$ cat src/cbsm_pkg.sv
// Shared types and constants for the cartridge bank-switch mapper.
package cbsm_pkg;

    // Bus action carried in the input tuser.
    localparam logic [1:0] ACT_WRITE = 2'd0;
    localparam logic [1:0] ACT_CPU   = 2'd1;
    localparam logic [1:0] ACT_PPU   = 2'd2;
    localparam logic [1:0] ACT_NONE  = 2'd3;

    // Region codes carried in the output tuser.
    localparam logic [1:0] RG_PRG  = 2'd0;
    localparam logic [1:0] RG_WRAM = 2'd1;
    localparam logic [1:0] RG_NONE = 2'd2;
    localparam logic [1:0] RG_CHR  = 2'd3;

    // Configuration register indexes (paddr[3:2]).
    localparam logic [1:0] CFG_PRG_MASK    = 2'd0;
    localparam logic [1:0] CFG_CHR_MASK    = 2'd1;
    localparam logic [1:0] CFG_FOUR_SCREEN = 2'd2;

    // Register write decode on address bits 14..13.
    localparam logic [1:0] WR_SEL_BANK   = 2'd0;
    localparam logic [1:0] WR_SEL_MIRROR = 2'd1;

    localparam logic [7:0] FIXED_BANK_LOW  = 8'hFE;
    localparam logic [7:0] FIXED_BANK_HIGH = 8'hFF;

    localparam int unsigned NUM_BANKS = 8;
    localparam logic [7:0] BANK_RESET [NUM_BANKS] = '{
        8'd0, 8'd1, 8'd4, 8'd5, 8'd6, 8'd7, 8'd0, 8'd1
    };

    // Controller to datapath commands.
    typedef struct packed {
        logic load_in;
        logic exec;
    } t_cmd;

    // Datapath to controller status.
    typedef struct packed {
        logic out_blocked;
    } t_status;

    typedef enum logic [1:0] {
        S_IDLE = 2'b01,
        S_EXEC = 2'b10
    } t_state;

endpackage

$ cat src/cartridge_bank_switch_mapper_core.sv
// Top level of the cartridge bank-switch mapper: stream ports, APB port, controller and datapath.
//
//  channel    | direction | payload
//  -----------+-----------+----------------------------------------------------
//  s_axis     | in        | tuser action; tdata bus_address, write_data
//  m_axis     | out       | tuser region; tdata mapped_address, wram flags, mirror
//  apb        | in/out    | prg_bank_mask, chr_bank_mask, four_screen
//
// Each beat is first captured, then decoded to update the mapper state and load the
// result register, as sequenced by the capture-then-execute controller.
// A new beat is taken while the previous result waits in the result register; the
// execute cycle waits only while that result is still held by m_axis_tready.
// Reset is synchronous: control state clears and the bank registers take their
// power-on values.
module cartridge_bank_switch_mapper_core (
    input  logic        i_clk,
    input  logic        i_rst_n,
    input  logic        i_s_axis_tvalid,
    output logic        o_s_axis_tready,
    input  logic [23:0] i_s_axis_tdata,   // [15:0] bus_address, [23:16] write_data
    input  logic [1:0]  i_s_axis_tuser,   // [1:0] action
    output logic        o_m_axis_tvalid,
    input  logic        i_m_axis_tready,
    output logic [23:0] o_m_axis_tdata,   // [20:0] mapped_address, [21] wram_readable,
                                          // [22] wram_writable, [23] mirror_horizontal
    output logic [1:0]  o_m_axis_tuser,   // [1:0] region
    input  logic        psel,
    input  logic        penable,
    input  logic        pwrite,
    input  logic [3:0]  paddr,
    input  logic [31:0] pwdata,
    output logic [31:0] prdata,
    output logic        pready
);
    import cbsm_pkg::*;

    t_cmd    cmd;
    t_status status;
    logic    cfg_we;

    assign pready = 1'b1;
    assign cfg_we = psel && penable && pwrite && pready;

    cbsm_ctrl u_ctrl (
        .i_clk      (i_clk),
        .i_rst_n    (i_rst_n),
        .i_in_valid (i_s_axis_tvalid),
        .i_status   (status),
        .o_in_ready (o_s_axis_tready),
        .o_cmd      (cmd)
    );

    cbsm_datapath u_datapath (
        .i_clk               (i_clk),
        .i_rst_n             (i_rst_n),
        .i_cmd               (cmd),
        .o_status            (status),
        .i_action            (i_s_axis_tuser),
        .i_bus_address       (i_s_axis_tdata[15:0]),
        .i_write_data        (i_s_axis_tdata[23:16]),
        .i_cfg_we            (cfg_we),
        .i_cfg_index         (paddr[3:2]),
        .i_cfg_wdata         (pwdata),
        .o_cfg_rdata         (prdata),
        .o_out_valid         (o_m_axis_tvalid),
        .i_out_ready         (i_m_axis_tready),
        .o_mapped_address    (o_m_axis_tdata[20:0]),
        .o_region            (o_m_axis_tuser),
        .o_wram_readable     (o_m_axis_tdata[21]),
        .o_wram_writable     (o_m_axis_tdata[22]),
        .o_mirror_horizontal (o_m_axis_tdata[23])
    );

    // Only one beat is in flight between capture and execute.
    a_one_in_flight: assert property (@(posedge i_clk) disable iff (!i_rst_n)
        (i_s_axis_tvalid && o_s_axis_tready) |=> !o_s_axis_tready)
        else $error("input accepted while a beat is still being executed");

    // An execute cycle always leaves a result waiting downstream.
    a_exec_gives_result: assert property (@(posedge i_clk) disable iff (!i_rst_n)
        cmd.exec |=> o_m_axis_tvalid)
        else $error("executed beat produced no result");

    // A held result is never overwritten by the next execute.
    a_no_overwrite: assert property (@(posedge i_clk) disable iff (!i_rst_n)
        (o_m_axis_tvalid && !i_m_axis_tready) |-> !cmd.exec)
        else $error("result register overwritten while stalled");

    // A beat accepted into capture is executed no earlier than the next cycle.
    a_capture_before_exec: assert property (@(posedge i_clk) disable iff (!i_rst_n)
        cmd.load_in |-> !cmd.exec)
        else $error("capture and execute in the same cycle");

endmodule

$ cat src/cbsm_ctrl.sv
// Controller state machine: captures one beat, then executes it into the result register.
module cbsm_ctrl (
    input  logic             i_clk,
    input  logic             i_rst_n,
    input  logic             i_in_valid,
    input  cbsm_pkg::t_status i_status,
    output logic             o_in_ready,
    output cbsm_pkg::t_cmd   o_cmd
);
    import cbsm_pkg::*;

    t_state r_state;
    t_state n_state;

    always_comb begin
        n_state     = r_state;
        o_in_ready  = 1'b0;
        o_cmd       = '0;
        unique case (r_state)
            S_IDLE: begin
                o_in_ready    = 1'b1;
                o_cmd.load_in = i_in_valid;
                if (i_in_valid) begin
                    n_state = S_EXEC;
                end
            end
            S_EXEC: begin
                // Wait here while the previous result is still held downstream.
                if (!i_status.out_blocked) begin
                    o_cmd.exec = 1'b1;
                    n_state    = S_IDLE;
                end
            end
            default: begin
                n_state = S_IDLE;
            end
        endcase
    end

    always_ff @(posedge i_clk) begin
        if (!i_rst_n) begin
            r_state <= S_IDLE;
        end else begin
            r_state <= n_state;
        end
    end

endmodule

$ cat src/cbsm_datapath.sv
// Datapath: input capture, mapper state, address translation and result register.
module cbsm_datapath (
    input  logic              i_clk,
    input  logic              i_rst_n,
    input  cbsm_pkg::t_cmd    i_cmd,
    output cbsm_pkg::t_status o_status,
    input  logic [1:0]        i_action,
    input  logic [15:0]       i_bus_address,
    input  logic [7:0]        i_write_data,
    input  logic              i_cfg_we,
    input  logic [1:0]        i_cfg_index,
    input  logic [31:0]       i_cfg_wdata,
    output logic [31:0]       o_cfg_rdata,
    output logic              o_out_valid,
    input  logic              i_out_ready,
    output logic [20:0]       o_mapped_address,
    output logic [1:0]        o_region,
    output logic              o_wram_readable,
    output logic              o_wram_writable,
    output logic              o_mirror_horizontal
);
    import cbsm_pkg::*;

    // Configuration
    logic [7:0] r_prg_mask;
    logic [7:0] r_chr_mask;
    logic       r_four_screen;

    // Captured input beat
    logic [1:0]  r_action;
    logic [15:0] r_addr;
    logic [7:0]  r_data;

    // Mapper state
    logic [7:0] r_bank_control;
    logic [7:0] r_banks [NUM_BANKS];
    logic [1:0] r_wram_control;
    logic       r_mirror;
    logic [7:0] n_bank_control;
    logic [1:0] n_wram_control;
    logic       n_mirror;
    logic       bank_we;
    logic [2:0] bank_widx;
    logic [7:0] bank_wdata;

    // Result register
    logic        r_out_valid;
    logic [20:0] r_mapped;
    logic [1:0]  r_region;
    logic        r_wram_rd;
    logic        r_wram_wr;
    logic        r_mirror_out;
    logic        n_out_valid;

    // Translation
    logic [2:0]  rd_idx;
    logic [7:0]  rd_bank;
    logic [1:0]  cpu_slot;
    logic [7:0]  prg_bank;
    logic        chr_hi;
    logic [7:0]  chr_bank;
    logic [20:0] n_mapped;
    logic [1:0]  n_region;

    always_ff @(posedge i_clk) begin
        if (!i_rst_n) begin
            r_prg_mask    <= 8'hFF;
            r_chr_mask    <= 8'hFF;
            r_four_screen <= 1'b0;
        end else if (i_cfg_we) begin
            unique case (i_cfg_index)
                CFG_PRG_MASK:    r_prg_mask    <= i_cfg_wdata[7:0];
                CFG_CHR_MASK:    r_chr_mask    <= i_cfg_wdata[7:0];
                CFG_FOUR_SCREEN: r_four_screen <= i_cfg_wdata[0];
                default: begin
                end
            endcase
        end
    end

    always_comb begin
        unique case (i_cfg_index)
            CFG_PRG_MASK:    o_cfg_rdata = {24'd0, r_prg_mask};
            CFG_CHR_MASK:    o_cfg_rdata = {24'd0, r_chr_mask};
            CFG_FOUR_SCREEN: o_cfg_rdata = {31'd0, r_four_screen};
            default:         o_cfg_rdata = '0;
        endcase
    end

    always_ff @(posedge i_clk) begin
        if (i_cmd.load_in) begin
            r_action <= i_action;
            r_addr   <= i_bus_address;
            r_data   <= i_write_data;
        end
    end

    // Register write decode. Writes below $8000 and in $C000-$FFFF change nothing.
    always_comb begin
        n_bank_control = r_bank_control;
        n_wram_control = r_wram_control;
        n_mirror       = r_mirror;
        bank_we        = 1'b0;
        bank_widx      = r_bank_control[2:0];
        bank_wdata     = r_data;
        if (r_action == ACT_WRITE && r_addr[15] && !r_addr[14]) begin
            priority if (r_addr[13] == WR_SEL_BANK[0]) begin
                if (!r_addr[0]) begin
                    n_bank_control = r_data;
                end else begin
                    bank_we = 1'b1;
                    // The two 2K pattern banks are stored as halved bank numbers.
                    if (bank_widx[2:1] == 2'b00) begin
                        bank_wdata = {1'b0, r_data[7:1]};
                    end
                end
            end else if (r_addr[13] == WR_SEL_MIRROR[0]) begin
                if (!r_addr[0]) begin
                    if (!r_four_screen) begin
                        n_mirror = r_data[0];
                    end
                end else begin
                    n_wram_control = {r_data[6], r_data[7]};
                end
            end
        end
    end

    always_ff @(posedge i_clk) begin
        if (!i_rst_n) begin
            r_bank_control <= '0;
            r_wram_control <= '0;
            r_mirror       <= 1'b0;
            r_banks        <= BANK_RESET;
        end else if (i_cmd.exec) begin
            r_bank_control <= n_bank_control;
            r_wram_control <= n_wram_control;
            r_mirror       <= n_mirror;
            if (bank_we) begin
                r_banks[bank_widx] <= bank_wdata;
            end
        end
    end

    // One bank register read per lookup; the index depends on the action.
    assign cpu_slot = (r_bank_control[6] && !r_addr[13]) ? (r_addr[14:13] ^ 2'b10)
                                                         : r_addr[14:13];
    assign chr_hi   = r_addr[12] ^ r_bank_control[7];

    always_comb begin
        if (r_action == ACT_CPU) begin
            rd_idx = {2'b11, cpu_slot[0]};
        end else if (!chr_hi) begin
            rd_idx = {2'b00, r_addr[11]};
        end else begin
            rd_idx = 3'd2 + {1'b0, r_addr[11:10]};
        end
    end

    assign rd_bank = r_banks[rd_idx];

    always_comb begin
        unique case (cpu_slot)
            2'd0, 2'd1: prg_bank = rd_bank & r_prg_mask;
            2'd2:       prg_bank = FIXED_BANK_LOW & r_prg_mask;
            default:    prg_bank = FIXED_BANK_HIGH & r_prg_mask;
        endcase
    end

    assign chr_bank = (chr_hi ? rd_bank : {rd_bank[6:0], r_addr[10]}) & r_chr_mask;

    always_comb begin
        n_mapped = '0;
        n_region = RG_NONE;
        unique case (r_action)
            ACT_CPU: begin
                if (r_addr[15]) begin
                    n_mapped = {prg_bank, r_addr[12:0]};
                    n_region = RG_PRG;
                end else if (r_addr[14:13] == 2'b11) begin
                    n_mapped = {8'd0, r_addr[12:0]};
                    n_region = RG_WRAM;
                end
            end
            ACT_PPU: begin
                if (!r_addr[13]) begin
                    n_mapped = {3'd0, chr_bank, r_addr[9:0]};
                    n_region = RG_CHR;
                end
            end
            ACT_WRITE, ACT_NONE: begin
            end
            default: begin
            end
        endcase
    end

    assign o_status.out_blocked = r_out_valid && !i_out_ready;

    always_comb begin
        n_out_valid = r_out_valid;
        if (i_cmd.exec) begin
            n_out_valid = 1'b1;
        end else if (i_out_ready) begin
            n_out_valid = 1'b0;
        end
    end

    always_ff @(posedge i_clk) begin
        if (!i_rst_n) begin
            r_out_valid <= 1'b0;
        end else begin
            r_out_valid <= n_out_valid;
        end
    end

    // Status fields report the state as it stands after this beat.
    always_ff @(posedge i_clk) begin
        if (i_cmd.exec) begin
            r_mapped     <= n_mapped;
            r_region     <= n_region;
            r_wram_rd    <= n_wram_control[0];
            r_wram_wr    <= n_wram_control[0] && !n_wram_control[1];
            r_mirror_out <= n_mirror;
        end
    end

    assign o_out_valid         = r_out_valid;
    assign o_mapped_address    = r_mapped;
    assign o_region            = r_region;
    assign o_wram_readable     = r_wram_rd;
    assign o_wram_writable     = r_wram_wr;
    assign o_mirror_horizontal = r_mirror_out;

endmodule
$ cat config.mk
export PLATFORM = sky130hd
export DESIGN_NAME = cartridge_bank_switch_mapper_core
export DESIGN_NICKNAME = d
export VERILOG_FILES = /design/src/cbsm_pkg.sv /design/src/cartridge_bank_switch_mapper_core.sv /design/src/cbsm_ctrl.sv /design/src/cbsm_datapath.sv
export SDC_FILE = /design/constraint.sdc
export NUM_CORES = 1
export LEC_CHECK = 0
export BUFFER_PORTS_ARGS = -buffer_cell sky130_fd_sc_hd__buf_4
export CAP_MARGIN = 10
export CORE_MARGIN = 2
export CORE_UTILIZATION = 29
export CTS_BUF_LIST = sky130_fd_sc_hd__clkbuf_4 sky130_fd_sc_hd__clkbuf_8
export DETAILED_ROUTE_END_ITERATION = 12
export PLACE_DENSITY = 0.59
export SYNTH_ARGS = -nofsm -noshare
export SYNTH_HDL_FRONTEND = slang
export SYNTH_SLANG_ARGS = --single-unit
$ cat constraint.sdc
create_clock -name i_clk -period 4.6 [get_ports i_clk]
set_clock_uncertainty 0.15 [all_clocks]
set_input_delay 0 -clock i_clk [delete_from_list [all_inputs] [get_ports i_clk]]
set_output_delay 0 -clock i_clk [all_outputs]
set_load 0.1 [all_outputs]
# After elaboration in Yosys (flattened, before gate mapping)
# Cells that the tools add are included.
# op_classes
addsub,1
order_cmp,3
eq_ne,11
muxes,43
bitwise_logic,8
n_reduce_logical,24
# op_table
cell,count
$bwmux 64,1
$mux 8,8
$pmux 21 s2,1
$bmux 8 s3,1
$demux 8 s3,1
$pmux 8 s3,1
$mux 21,1
$mux 18,1
$and 8x8->8,2
$mux 2,8
$pmux 8 s2,1
$mux 1,14
$mux 13,1
$eq 2x2->1 const B,5
$reduce_and 2->1,5
$eq 2x1->1 const B,4
$ge 4x4->1 const B,2
$logic_and 1x1->1,8
$logic_not 2->1,4
$not 3->4,2
$pmux 2 s2,2
$mux 3,2
$logic_not 1->1,4
$lt 4x1->1 const B,1
7 further kinds,10
# word_totals
reg_bits,147
input_bits,69

# Depth between registers and ports, before layout
# Gate-level depths: netlist of the first run.
# depth
depth_word,12
depth_mapped,11

# By module
# Synthesis of the first run repeated with hierarchy kept, for this count alone.
# unflattened
hier_cells,665
hier_area_um2,6623.9
# by_module_without_submodules
mod,instances,cells_each,area_each_um2,seq_area_each_um2
cbsm_datapath,1,654,6522.5,3363.2
cbsm_ctrl,1,8,83.8,40.0
cartridge_bank_switch_mapper_core,1,3,17.5,0.0

# Worst setup path after synthesis of the first run
# No wires, ideal clock.
# synth_timing
path_type,register to register
startpoint,register u_ctrl.r_state[0]
endpoint,register u_ctrl.r_state[0]
setup_time_ns,0.173
t_arrival_ns,2.752
required_ns,4.277
slack_ns,1.526
stages_incl_launch_ff,4
path_buffers,0
synth_period_minus_slack_ns,3.074
cell_sequence,dfxtp_1 nor2b_1 and2_1 o21ai_0
# synth_between
elab_chain_cells,3
word_cells_on_any_way,6
# synth_lines
element,line,text
"start, declared",cbsm_ctrl.sv:12,t_state r_state;
"start signal, assigned",cbsm_ctrl.sv:44,r_state <= n_state;
$eq 2x2->1 / $eq 2x1->1 (equally long branches),cbsm_ctrl.sv:19,unique case (r_state)
$ne 2x2->1 (no line),--,
$reduce_and 2->1 (no line),--,
# Several ways; a longest one is shown, not always the timed one.
# A chain may end at the register's enable or synchronous reset.

# Final worst setup path of the first run
# layout_timing
startpoint,register u_datapath.r_action[1]
endpoint,"register u_datapath.r_mapped[16], in the netlist u_datapath.o_mapped_address[16], data pin"
# layout_between
elab_chain_cells,10
word_cells_on_any_way,14
# layout_lines
element,line,text
"start, declared",cbsm_datapath.sv:30,logic [1:0] r_action;
"start signal, assigned",cbsm_datapath.sv:92,r_action <= i_action;
$eq 2x1->1,"cbsm_datapath.sv:151, cbsm_datapath.sv:175",
$mux 3,cbsm_datapath.sv:151,if (r_action == ACT_CPU) begin
$not 3->4 (implied by the code),cbsm_datapath.sv:160,assign rd_bank = r_banks[rd_idx];
$bmux 8 s3,cbsm_datapath.sv:160,
$mux 8 (implied by the code) (2 in series),cbsm_datapath.sv:160,
$and 8x8->8 / $mux 8 (equally long branches),"cbsm_datapath.sv:164, cbsm_datapath.sv:170",
$pmux 8 s2 / $and 8x8->8 (equally long branches),"cbsm_datapath.sv:163, cbsm_datapath.sv:170",
$mux 21 / $mux 18 (equally long branches),"cbsm_datapath.sv:177, cbsm_datapath.sv:186",
$pmux 21 s2 (*),cbsm_datapath.sv:175,unique case (r_action)
"end signal, assigned",cbsm_datapath.sv:220,r_mapped <= n_mapped;
"end, declared",cbsm_datapath.sv:48,logic [20:0] r_mapped;
# Mark *: on every way between the ends. The rest lies on a longest branch, timed or not. The select of a mux whose other input is x is not followed.

==> impl_metrics.ini, run 1 <==
[worst_setup_path]
cp_max_fo = 11
worst-r2r-cell-count = 9
cp.arrival_ps = 3250
worstReg2RegEnd = u_datapath.o_mapped_address[16]
reg2reg_slack_ps = 1410
cp-start-kind = register
endpoint = u_datapath.o_mapped_address[16]
r2r_start = u_datapath.r_action[1]
worstSetupPathType = register to register
required_ps = 4660
startpoint = u_datapath.r_action[1]
cp-end-kind = register

[sta]
fin_tns_setup_ps = 0
worst_pin_slew_ps = 1120
slew_headroom_pct = 24.8
setup_viol = 0
rsz0062_at_grt = false
fmax_mhz = 314
period_share_pct = 69.3
slew_viol_final = 0
hold_viol_final = 0
min_period_ps = 3190

[logic_synthesis]
ys_warn_count = 0
syn_inst = 646
synth.top_cells.by_area = dfxtp_1 (27%), edfxtp_1 (24%), o211a_1 (7.1%)
synth_top_area_share_pct = 27.3
postSynthAreaPerCell_sq_um = 10.2
ys_seq_area_share_pct = 51.0
yosysTopAreaCell = dfxtp_1
yosysUniqueCellTypes = 73
synth_edf_count = 52
ys.flop_type = dfxtp_1
synth.cell_area_sq_um = 6600
async_flop_share_pct = 0
ys_seq_elements = 142

[hold_path]
hold_path_class = primary input to register
min_path_cells = 3

[routing]
dr.pass1.iters = 5
routed_wl_um = 16500
drtIter0Drc = 283
avgViaCountPerCell = 4.79
num_vias = 5052
drc = 0
wl_per_cell_um = 15.7
ant_nets = 0

[pwr]
peakVddDrop_uv = 129
power_w = 0.00271
p_per_area_nw_per_um2 = 332
p_leak_nw = 3.73

[clocking]
cts_tree = built
cts_buffer_depth = 2
root_buffer = clkbuf_8
cts_buffers = 17
clk_pin_slew_ps = 80
cts.sinks = 142
clkLatencyLatePin_ps = 450
h-tree-depth = 4

[final_layout]
antenna_cells = 0
nets = 828
area_delta_synth_final_pct = 23.6
fin_util_pct = 36.2
drive_gt1_share_pct = 18.2

[die]
rows = 55
initial_core_util_pct = 29.3
die-area_sq_um = 24000
die_w_um = 155
core_area_sq_um = 22500
ios = 130
die_h_um = 155

[global_route]
antenna_found_initial = 0
grt_pass1_vias = 4837
track_usage_pct = 14.1
grt.overflow.total = 0
grt_max_degree = 90
grt_pass1_wl_um = 26100

[placement]
gp_congestion = 0.857
place_hpwl_um = 11400
io_buffers = 78

[run]
maxCapViolCount = 0

[outcome]
outcome = finished, final reports clean
[stage by stage]
stage / std cells / hold WS (ps) / instance area (sq um) / setup WS [ps]
6_report: 1054 / 71.6 / 8160 / 1410
5_1_grt: 1054 / 78.0 / 8160 / 1220
4_1_cts: 1054 / 52.8 / 8160 / 1480
3_5_place_dp: 973 / 29.8 / 7280 / 1490
3_3_place_gp: 973 / 29.1 / 7280 / 1530
2_1_floorplan: 669 / -51.1 / 6690 / 1530
[placed cells by master (no fill, tap or decap), drive strengths merged, types with 4 or more instances in the layout]
cell type / instances
clkinv: 8
nand2b: 9
dfxtp: 90
and2: 15
dlygate4sd3: 49
buf: 83
a21oi: 12
o211ai: 6
inv: 12
nand3: 25
nor2: 35
a31oi: 4
o211a: 47
nor3b: 4
conb: 25
nand2: 126
o21ai: 23
nor2b: 13
nor3: 4
mux2i: 39
clkbuf: 18
nand4: 4
a21boi: 6
mux2: 9
edfxtp: 52
[repair_timing]
| action | CTS | global route |
|---|---|---|
| hold endpoints to repair | 56 | 0 |
| setup buffers | 0 | 0 |
| hold buffers | 49 | 0 |
| resized for setup | 0 | 0 |
[power breakdown]
part / internal (W) / switching, W / total (W)
clock: 0.000487 / 0.000500 / 0.000987
combinational: 0.000107 / 0.000273 / 0.000380
sequential: 0.00133 / 0.0000191 / 0.00134
[kinds of logic after synthesis]
kind of cell	count (synthesis)	share of synthesized area, %
compound gates	123	14.8
mux	48	7.70
xor+xnor	5	1.06
buf+inv	74	6.37
other cells	2	0.114
flops	142	51.0
simple gates	249	18.4
fa+ha+maj	3	0.569
[critical path, stage by stage (launching register included)]
cell	delay, ps
edfxtp_1	390
inv_1	90
ha_1	420
nor2_1	190
mux2i_4	300
nand2_2	280
or3_1	380
a31oi_1	430
o221a_1	260
nor2_1	40
[final cells by class]
cell class              instances  area (sq um)
well taps                     285           357
multi-input cells             453          2900
repair buffers                132          1110
clock buffers                  18           241
inverters                      10          37.5
clock inverters                14           143
flip-flops and latches        142          3360
fillers                      2249         14300
[synth_stat cells, types with 2 or more instances]
| master | n |
|---|---|
| nor2_1 | 33 |
| buf_4 | 28 |
| a31oi_1 | 4 |
| nand4_1 | 4 |
| and2_1 | 14 |
| buf_2 | 6 |
| a211o_1 | 2 |
| nor2_2 | 2 |
| nand2_1 | 125 |
| ha_1 | 3 |
| o21ai_0 | 14 |
| nand3b_1 | 2 |
| nor2b_1 | 13 |
| edfxtp_1 | 52 |
| o22ai_1 | 3 |
| a32o_1 | 2 |
| nand3_1 | 25 |
| mux2_2 | 8 |
| nor3_1 | 2 |
| xnor2_1 | 2 |
| o211a_1 | 47 |
| o211ai_1 | 6 |
| mux2i_1 | 38 |
| a32oi_1 | 3 |
| o21ai_1 | 9 |
| dfxtp_1 | 90 |
| inv_1 | 9 |
| conb_1 | 2 |
| nor3b_1 | 2 |
| or3_1 | 3 |
| a21boi_0 | 5 |
| nand2b_1 | 8 |
| a211oi_1 | 2 |
| clkbuf_1 | 25 |
| buf_6 | 4 |
| a21oi_1 | 12 |
[how the worst min path moves through the flow]
stage	startpoint	to
final	i_s_axis_tvalid	u_datapath.r_data[1]
after floorplan	i_s_axis_tuser[0]	u_datapath.r_action[0]
after CTS	i_s_axis_tvalid	u_datapath.r_addr[0]
after global routing	i_s_axis_tdata[2]	u_datapath.r_addr[2]
after global placement	i_s_axis_tdata[13]	u_datapath.r_addr[13]
after detailed placement	i_s_axis_tdata[20]	u_datapath.r_data[4]
[per-layer routing]
metal | wire length, um | vias to the layer above | global-route usage (%)
met2 | 7850 | 159 | 22.6
met5 | 0 | - | 0
met3 | 887 | 24 | 3.73
met4 | 317 | 0 | 5.25
li1 | - | 2471 | -
met1 | 7450 | 2398 | 18.2
[sequential cells by signal, indices dropped and copies added, names as in the netlist, 5 cells and up]
| register | cells |
|---|---|
| u_datapath.r_bank_control | 5 |
| u_datapath.r_data | 8 |
| u_datapath.r_chr_mask | 8 |
| u_datapath.r_banks | 62 |
| u_datapath.r_addr | 16 |
| u_datapath.o_mapped_address | 21 |
| u_datapath.r_prg_mask | 8 |
(Power assumes the default switching activity.)
==> run 2: changes to the inputs <==
Settings changed: ABC_AREA from default to 1, PLACE_DENSITY 0.59 to 0.61.
Clock period 4.6 ns to 2.6 ns, I/O delays scaled along.
==> impl_metrics.ini, run 2 <==
[pwr]
p_leak_nw = 3.50
p_per_area_nw_per_um2 = 632
peakVddDrop_uv = 428

[placement]
dpl_worst_slack_ps = 320
io_buffers = 78
place_hpwl_um = 11200
gp_congestion = 0.773
dp_cells = 1147

[die]
die_w_um = 155
rows = 55
ios = 130
core_area_sq_um = 22500
initial_core_util_pct = 29.4
die_h_um = 155
die-area_sq_um = 24000

[final_layout]
fin_cells = 1225
nets = 999
fin_util_pct = 37.2
drive_gt1_share_pct = 17.8
antenna_cells = 0
final_common_cell = nand2_1
mostFrequentLayoutCells = nand2_1 (122), nand3_1 (117), dfxtp_1 (92)
largest_register = u_datapath.r_banks
largest_reg_flops = 64
area_delta_synth_final_pct = 26.7

[global_route]
grt.overflow.total = 0
grt_max_degree = 55
grt_pass1_wl_um = 26800
track_usage_pct = 14.1
grt_pass1_vias = 5420
antenna_found_initial = 0

[worst_setup_path]
crit_chain = dlygate4sd3_1, buf_4, nor2_1, inv_1, nor2_1, buf_4, nand2_1, dlygate4sd3_1, nand3_1, dlygate4sd3_1
required_ps = 2860
r2r_start = u_datapath.r_action[1]
cp.arrival_ps = 2670
cp_max_fo = 14
worst-r2r-cell-count = 12
worstReg2RegEnd = u_datapath.o_mapped_address[13]
crit_family = buffers and inverters
worstSetupPathType = primary input to register
worst_path_max_delay_cell = dlygate4sd3_1
cp-end-kind = register
reg2reg_slack_ps = 250
startpoint = paddr[3]
crit_buf_inv = 6
cpMostUsedCell = dlygate4sd3_1
path_depth = 10
endpoint = u_datapath.r_prg_mask[5]
cp-start-kind = primary input
max_stage_delay_ps = 550

[sta]
worst_slack_ps = 184
slew_viol_final = 0
period_share_pct = 92.9
hold_viol_final = 0
setup_viol = 0
min_period_ps = 2420
rsz0062_at_grt = false
fmax_mhz = 414
fin_tns_setup_ps = 0
worst_pin_slew_ps = 797
slew_headroom_pct = 46.4

[logic_synthesis]
synth.top_cells.by_area = dfxtp_1 (28%), edfxtp_1 (24%), nand3_1 (8.9%)
synth_mux_area_share_pct = 0
synth_fa_ha_area_share_pct = 0.568
yosysUniqueCellTypes = 37
yosysTopAreaCell = dfxtp_1
synth_top_family_by_area = simple AND/OR/NAND/NOR gates
synth_compound_area_share_pct = 14.7
synthTopCellsByCount = nand2_1 (122), nand3_1 (117), dfxtp_1 (92)
ys_seq_elements = 144
synth.most_common_cell = nand2_1
ys_seq_area_share_pct = 51.5
synth_xor_xnor_area_share_pct = 0
synth.cell_area_sq_um = 6610
synth_edf_count = 52
ys.flop_type = dfxtp_1
synth_top_area_share_pct = 27.9
synth_simple_gate_area_share_pct = 22.0
syn_inst = 799
async_flop_share_pct = 0
ys_warn_count = 0
postSynthAreaPerCell_sq_um = 8.27

[clocking]
cts_buffer_depth = 2
cts_buffers = 17
h-tree-depth = 4
clk_pin_slew_ps = 80
root_buffer = clkbuf_8
clkLatencyLatePin_ps = 460
cts_tree = built
cts.sinks = 144

[routing]
dr.pass1.iters = 5
ant_nets = 0
num_vias = 5642
routed_wl_um = 16400
avgViaCountPerCell = 4.61
wl_per_cell_um = 13.4
drtIter0Drc = 421
drc = 0

[run]
maxCapViolCount = 0

[hold_path]
min_from = i_s_axis_tvalid
hold_path_class = primary input to register

[outcome]
outcome = finished, final reports clean
## run 2: changes by cell type after synthesis, moves of 8 or more
cell | before | now
mux2_2 | 8 | 0
clkbuf_1 | 25 | 13
nor2b_1 | 13 | 0
inv_2 | 0 | 18
nor2_1 | 33 | 57
and2_1 | 14 | 0
nand2b_1 | 8 | 0
nand3_1 | 25 | 117
inv_1 | 9 | 87
a21oi_1 | 12 | 82
o21ai_0 | 14 | 49
mux2i_1 | 38 | 0
o211a_1 | 47 | 0
## run 2: power by group
| part | switching, W | total (W) | internal, W |
|---|---|---|---|
| Combinational | 0.000610 | 0.000833 | 0.000222 |
| Sequential | 0.0000224 | 0.00240 | 0.00238 |
| Clock | 0.000836 | 0.00206 | 0.00122 |
| Total | 0.00147 | 0.00529 | 0.00382 |
## run 2: metrics by stage
step           power (W)  hold slack (ps)  area (sq um)
2_1_floorplan    0.00305            -51.1          6690
3_3_place_gp     0.00323             28.7          7450
3_5_place_dp     0.00323             29.5          7450
4_1_cts          0.00533             8.55          8370
5_1_grt          0.00548             49.4          8370
6_report         0.00529             16.4          8370
## run 2: worst register-to-register path: stages (launching register included)
cell      delay (ps)
edfxtp_1         390
inv_1             90
ha_1             290
inv_2            110
nand3_2           90
nand2_1           90
buf_12           180
nand2_1           80
nand3_1           60
nand3_1          190
nand3_1          130
nand3_1          160
a21oi_1           80
## run 2: repair_timing
action,CTS,global route
setup buffers,0,0
hold buffers,46,0
hold endpoints to repair,67,0
gates resized for setup,0,0
## run 2: metal layers
| metal | share of wire, % | wire, um | up-vias | track usage (%) |
|---|---|---|---|---|
| met2 | 46 | 7510 | 143 | 22.4 |
| met5 | 0 | 0 | - | 0 |
| met4 | 2.0 | 324 | 0 | 4.76 |
| met3 | 4.7 | 770 | 29 | 3.40 |
| met1 | 48 | 7830 | 2596 | 18.8 |
| li1 | - | - | 2874 | - |
## run 2: cell type report
cell class | instances | area (sq um)
clock buffer | 21 | 283
clock inverter | 11 | 184
fill | 2286 | 14100
inverter | 107 | 404
multi-input combinational | 518 | 2560
sequential | 144 | 3400
tap | 285 | 357
timing repair buffer | 139 | 1180
## run 2: how the worst min path moves through the flow
stage / endpoint / depth (start not counted)
finish: u_datapath.r_data[7] / 4
global route: u_datapath.r_data[7] / 4
CTS: u_datapath.r_data[7] / 4
floorplan: u_datapath.r_action[0] / 0
detailed placement: u_datapath.r_data[6] / 1
global placement: u_datapath.r_data[6] / 1
## run 2: kinds of logic after synthesis
family / after synthesis
compound gates: 175
buf+inv: 160
other cells: 2
fa+ha+maj: 3
simple gates: 315
flops: 144
==> run 3: changes to the inputs <==
Settings changed: CORE_ASPECT_RATIO from default to 1.4.
==> impl_metrics.ini, run 3 (synthesized netlist as in run 2, its figures left out) <==
[outcome]
outcome = finished, final reports clean

[pwr]
peakVddDrop_uv = 341
p_per_area_nw_per_um2 = 640
p_leak_nw = 3.50

[clocking]
cts_buffers = 17
h-tree-depth = 4
clkLatencyLatePin_ps = 450
root_buffer = clkbuf_8
clk_pin_slew_ps = 80
cts_setup_buffers = 0
cts.sinks = 144
cts_buffer_depth = 2
cts_tree = built

[die]
die-area_sq_um = 24000
die_w_um = 132
rows = 65
core_area_sq_um = 22400
ios = 130
die_h_um = 183
initial_core_util_pct = 29.4

[final_layout]
antenna_cells = 0
area_delta_synth_final_pct = 27.0
mostFrequentLayoutCells = nand2_1 (122), nand3_1 (117), buf_4 (92), dfxtp_1 (92), inv_1 (87)
largest_reg_flops = 64
largest_register = u_datapath.r_banks
final_common_cell = nand2_1
drive_gt1_share_pct = 17.9
nets = 997
fin_cells = 1239

[worst_setup_path]
cp-start-kind = register
required_ps = 2660
cp_max_fo = 18
cp-end-kind = register
cp.arrival_ps = 2410
worstSetupPathType = register to register
reg2reg_slack_ps = 240

[placement]
dp_cells = 1164
io_buffers = 78
place_hpwl_um = 12000
gp_congestion = 0.827

[routing]
wl_met2_um = 9190
routed.top_layer = met4
routed_wl_um = 17100
drtIter0Drc = 283
wl_per_cell_um = 13.8
ant_nets = 0
dr.pass1.iters = 5
avgViaCountPerCell = 4.49
num_vias = 5561
wl_met1_um = 6770
drc = 0
wl_met3_um = 683

[global_route]
grt_pass1_vias = 5401
track_usage_pct = 14.4
antenna_found_initial = 0
grt.overflow.total = 0
grt_max_degree = 55
grt_pass1_wl_um = 27300

[sta]
worst_pin_slew_ps = 706
period_share_pct = 90.6
fin_tns_setup_ps = 0
slew_headroom_pct = 52.5
rsz0062_at_grt = false
min_period_ps = 2360
hold_viol_final = 0
setup_viol = 0
fmax_mhz = 425
slew_viol_final = 0

[hold_path]
hold_path_class = primary input to register

[run]
maxCapViolCount = 0
run 3: metal layers:
layer,global-route usage (%),vias to the layer above
li1,-,2862
met1,15.8,2522
met2,27.1,145
met3,2.56,32
met4,6.22,0
met5,0,-
run 3: cell type report:
class                           count  area [sq um]
Timing Repair Buffer              137          1160
Tap cell                          301           377
Clock inverter                     13           235
Fill cell                        2271         14100
Multi-Input combinational cell    518          2560
Clock buffer                       19           249
Inverter                          107           404
Sequential cell                   144          3400
run 3: final timing paths:
kind / from / endpoint / depth (start not counted)
setup / recovery: u_datapath.r_action[1] / u_datapath.o_mapped_address[13] / 12
hold / removal: pwrite / u_datapath.r_prg_mask[5] / 6
setup reg to reg: u_datapath.r_action[1] / u_datapath.o_mapped_address[13] / 12
hold reg to reg: u_datapath.r_banks[63] / u_datapath.r_banks[63] / 2
run 3: through the flow:
step | area [sq um] | hold slack (ps) | setup slack, ps | power (W) | util (%)
after floorplan | 6690 | -51.1 | 21.2 | 0.00305 | -
after CTS | 8390 | 15.0 | 187 | 0.00543 | 37.4
after global placement | 7470 | 29.7 | 220 | 0.00324 | 33.3
after detailed placement | 7470 | 29.5 | 216 | 0.00324 | 33.3
after global routing | 8390 | 48.9 | 74.1 | 0.00558 | 37.4
final | 8390 | 32.2 | 245 | 0.00537 | 37.4
run 3: critical path, cell delays in order, from the launching register on:
cell      delay [ps]
edfxtp_1         400
inv_1            100
ha_2             250
inv_2             90
nand3_2           90
nand2_1          180
buf_12           230
nand2_1           60
nand3_1           90
nand3_1          170
nand3_1          120
nand3_1          110
a21oi_1           70
run 3: power by group:
| part | switching, W | leakage [nW] | total (W) | internal [W] |
|---|---|---|---|---|
| registers | 0.0000240 | 1.23 | 0.00240 | 0.00238 |
| clock network | 0.000865 | 0.239 | 0.00213 | 0.00127 |
| logic | 0.000615 | 2.02 | 0.000841 | 0.000226 |
| total | 0.00150 | 3.50 | 0.00537 | 0.00387 |
run 3: what timing repair did:
item,CTS,global route
setup endpoints to repair,0,4
resized for setup,0,1
hold buffers,43,0
hold endpoints to repair,76,0
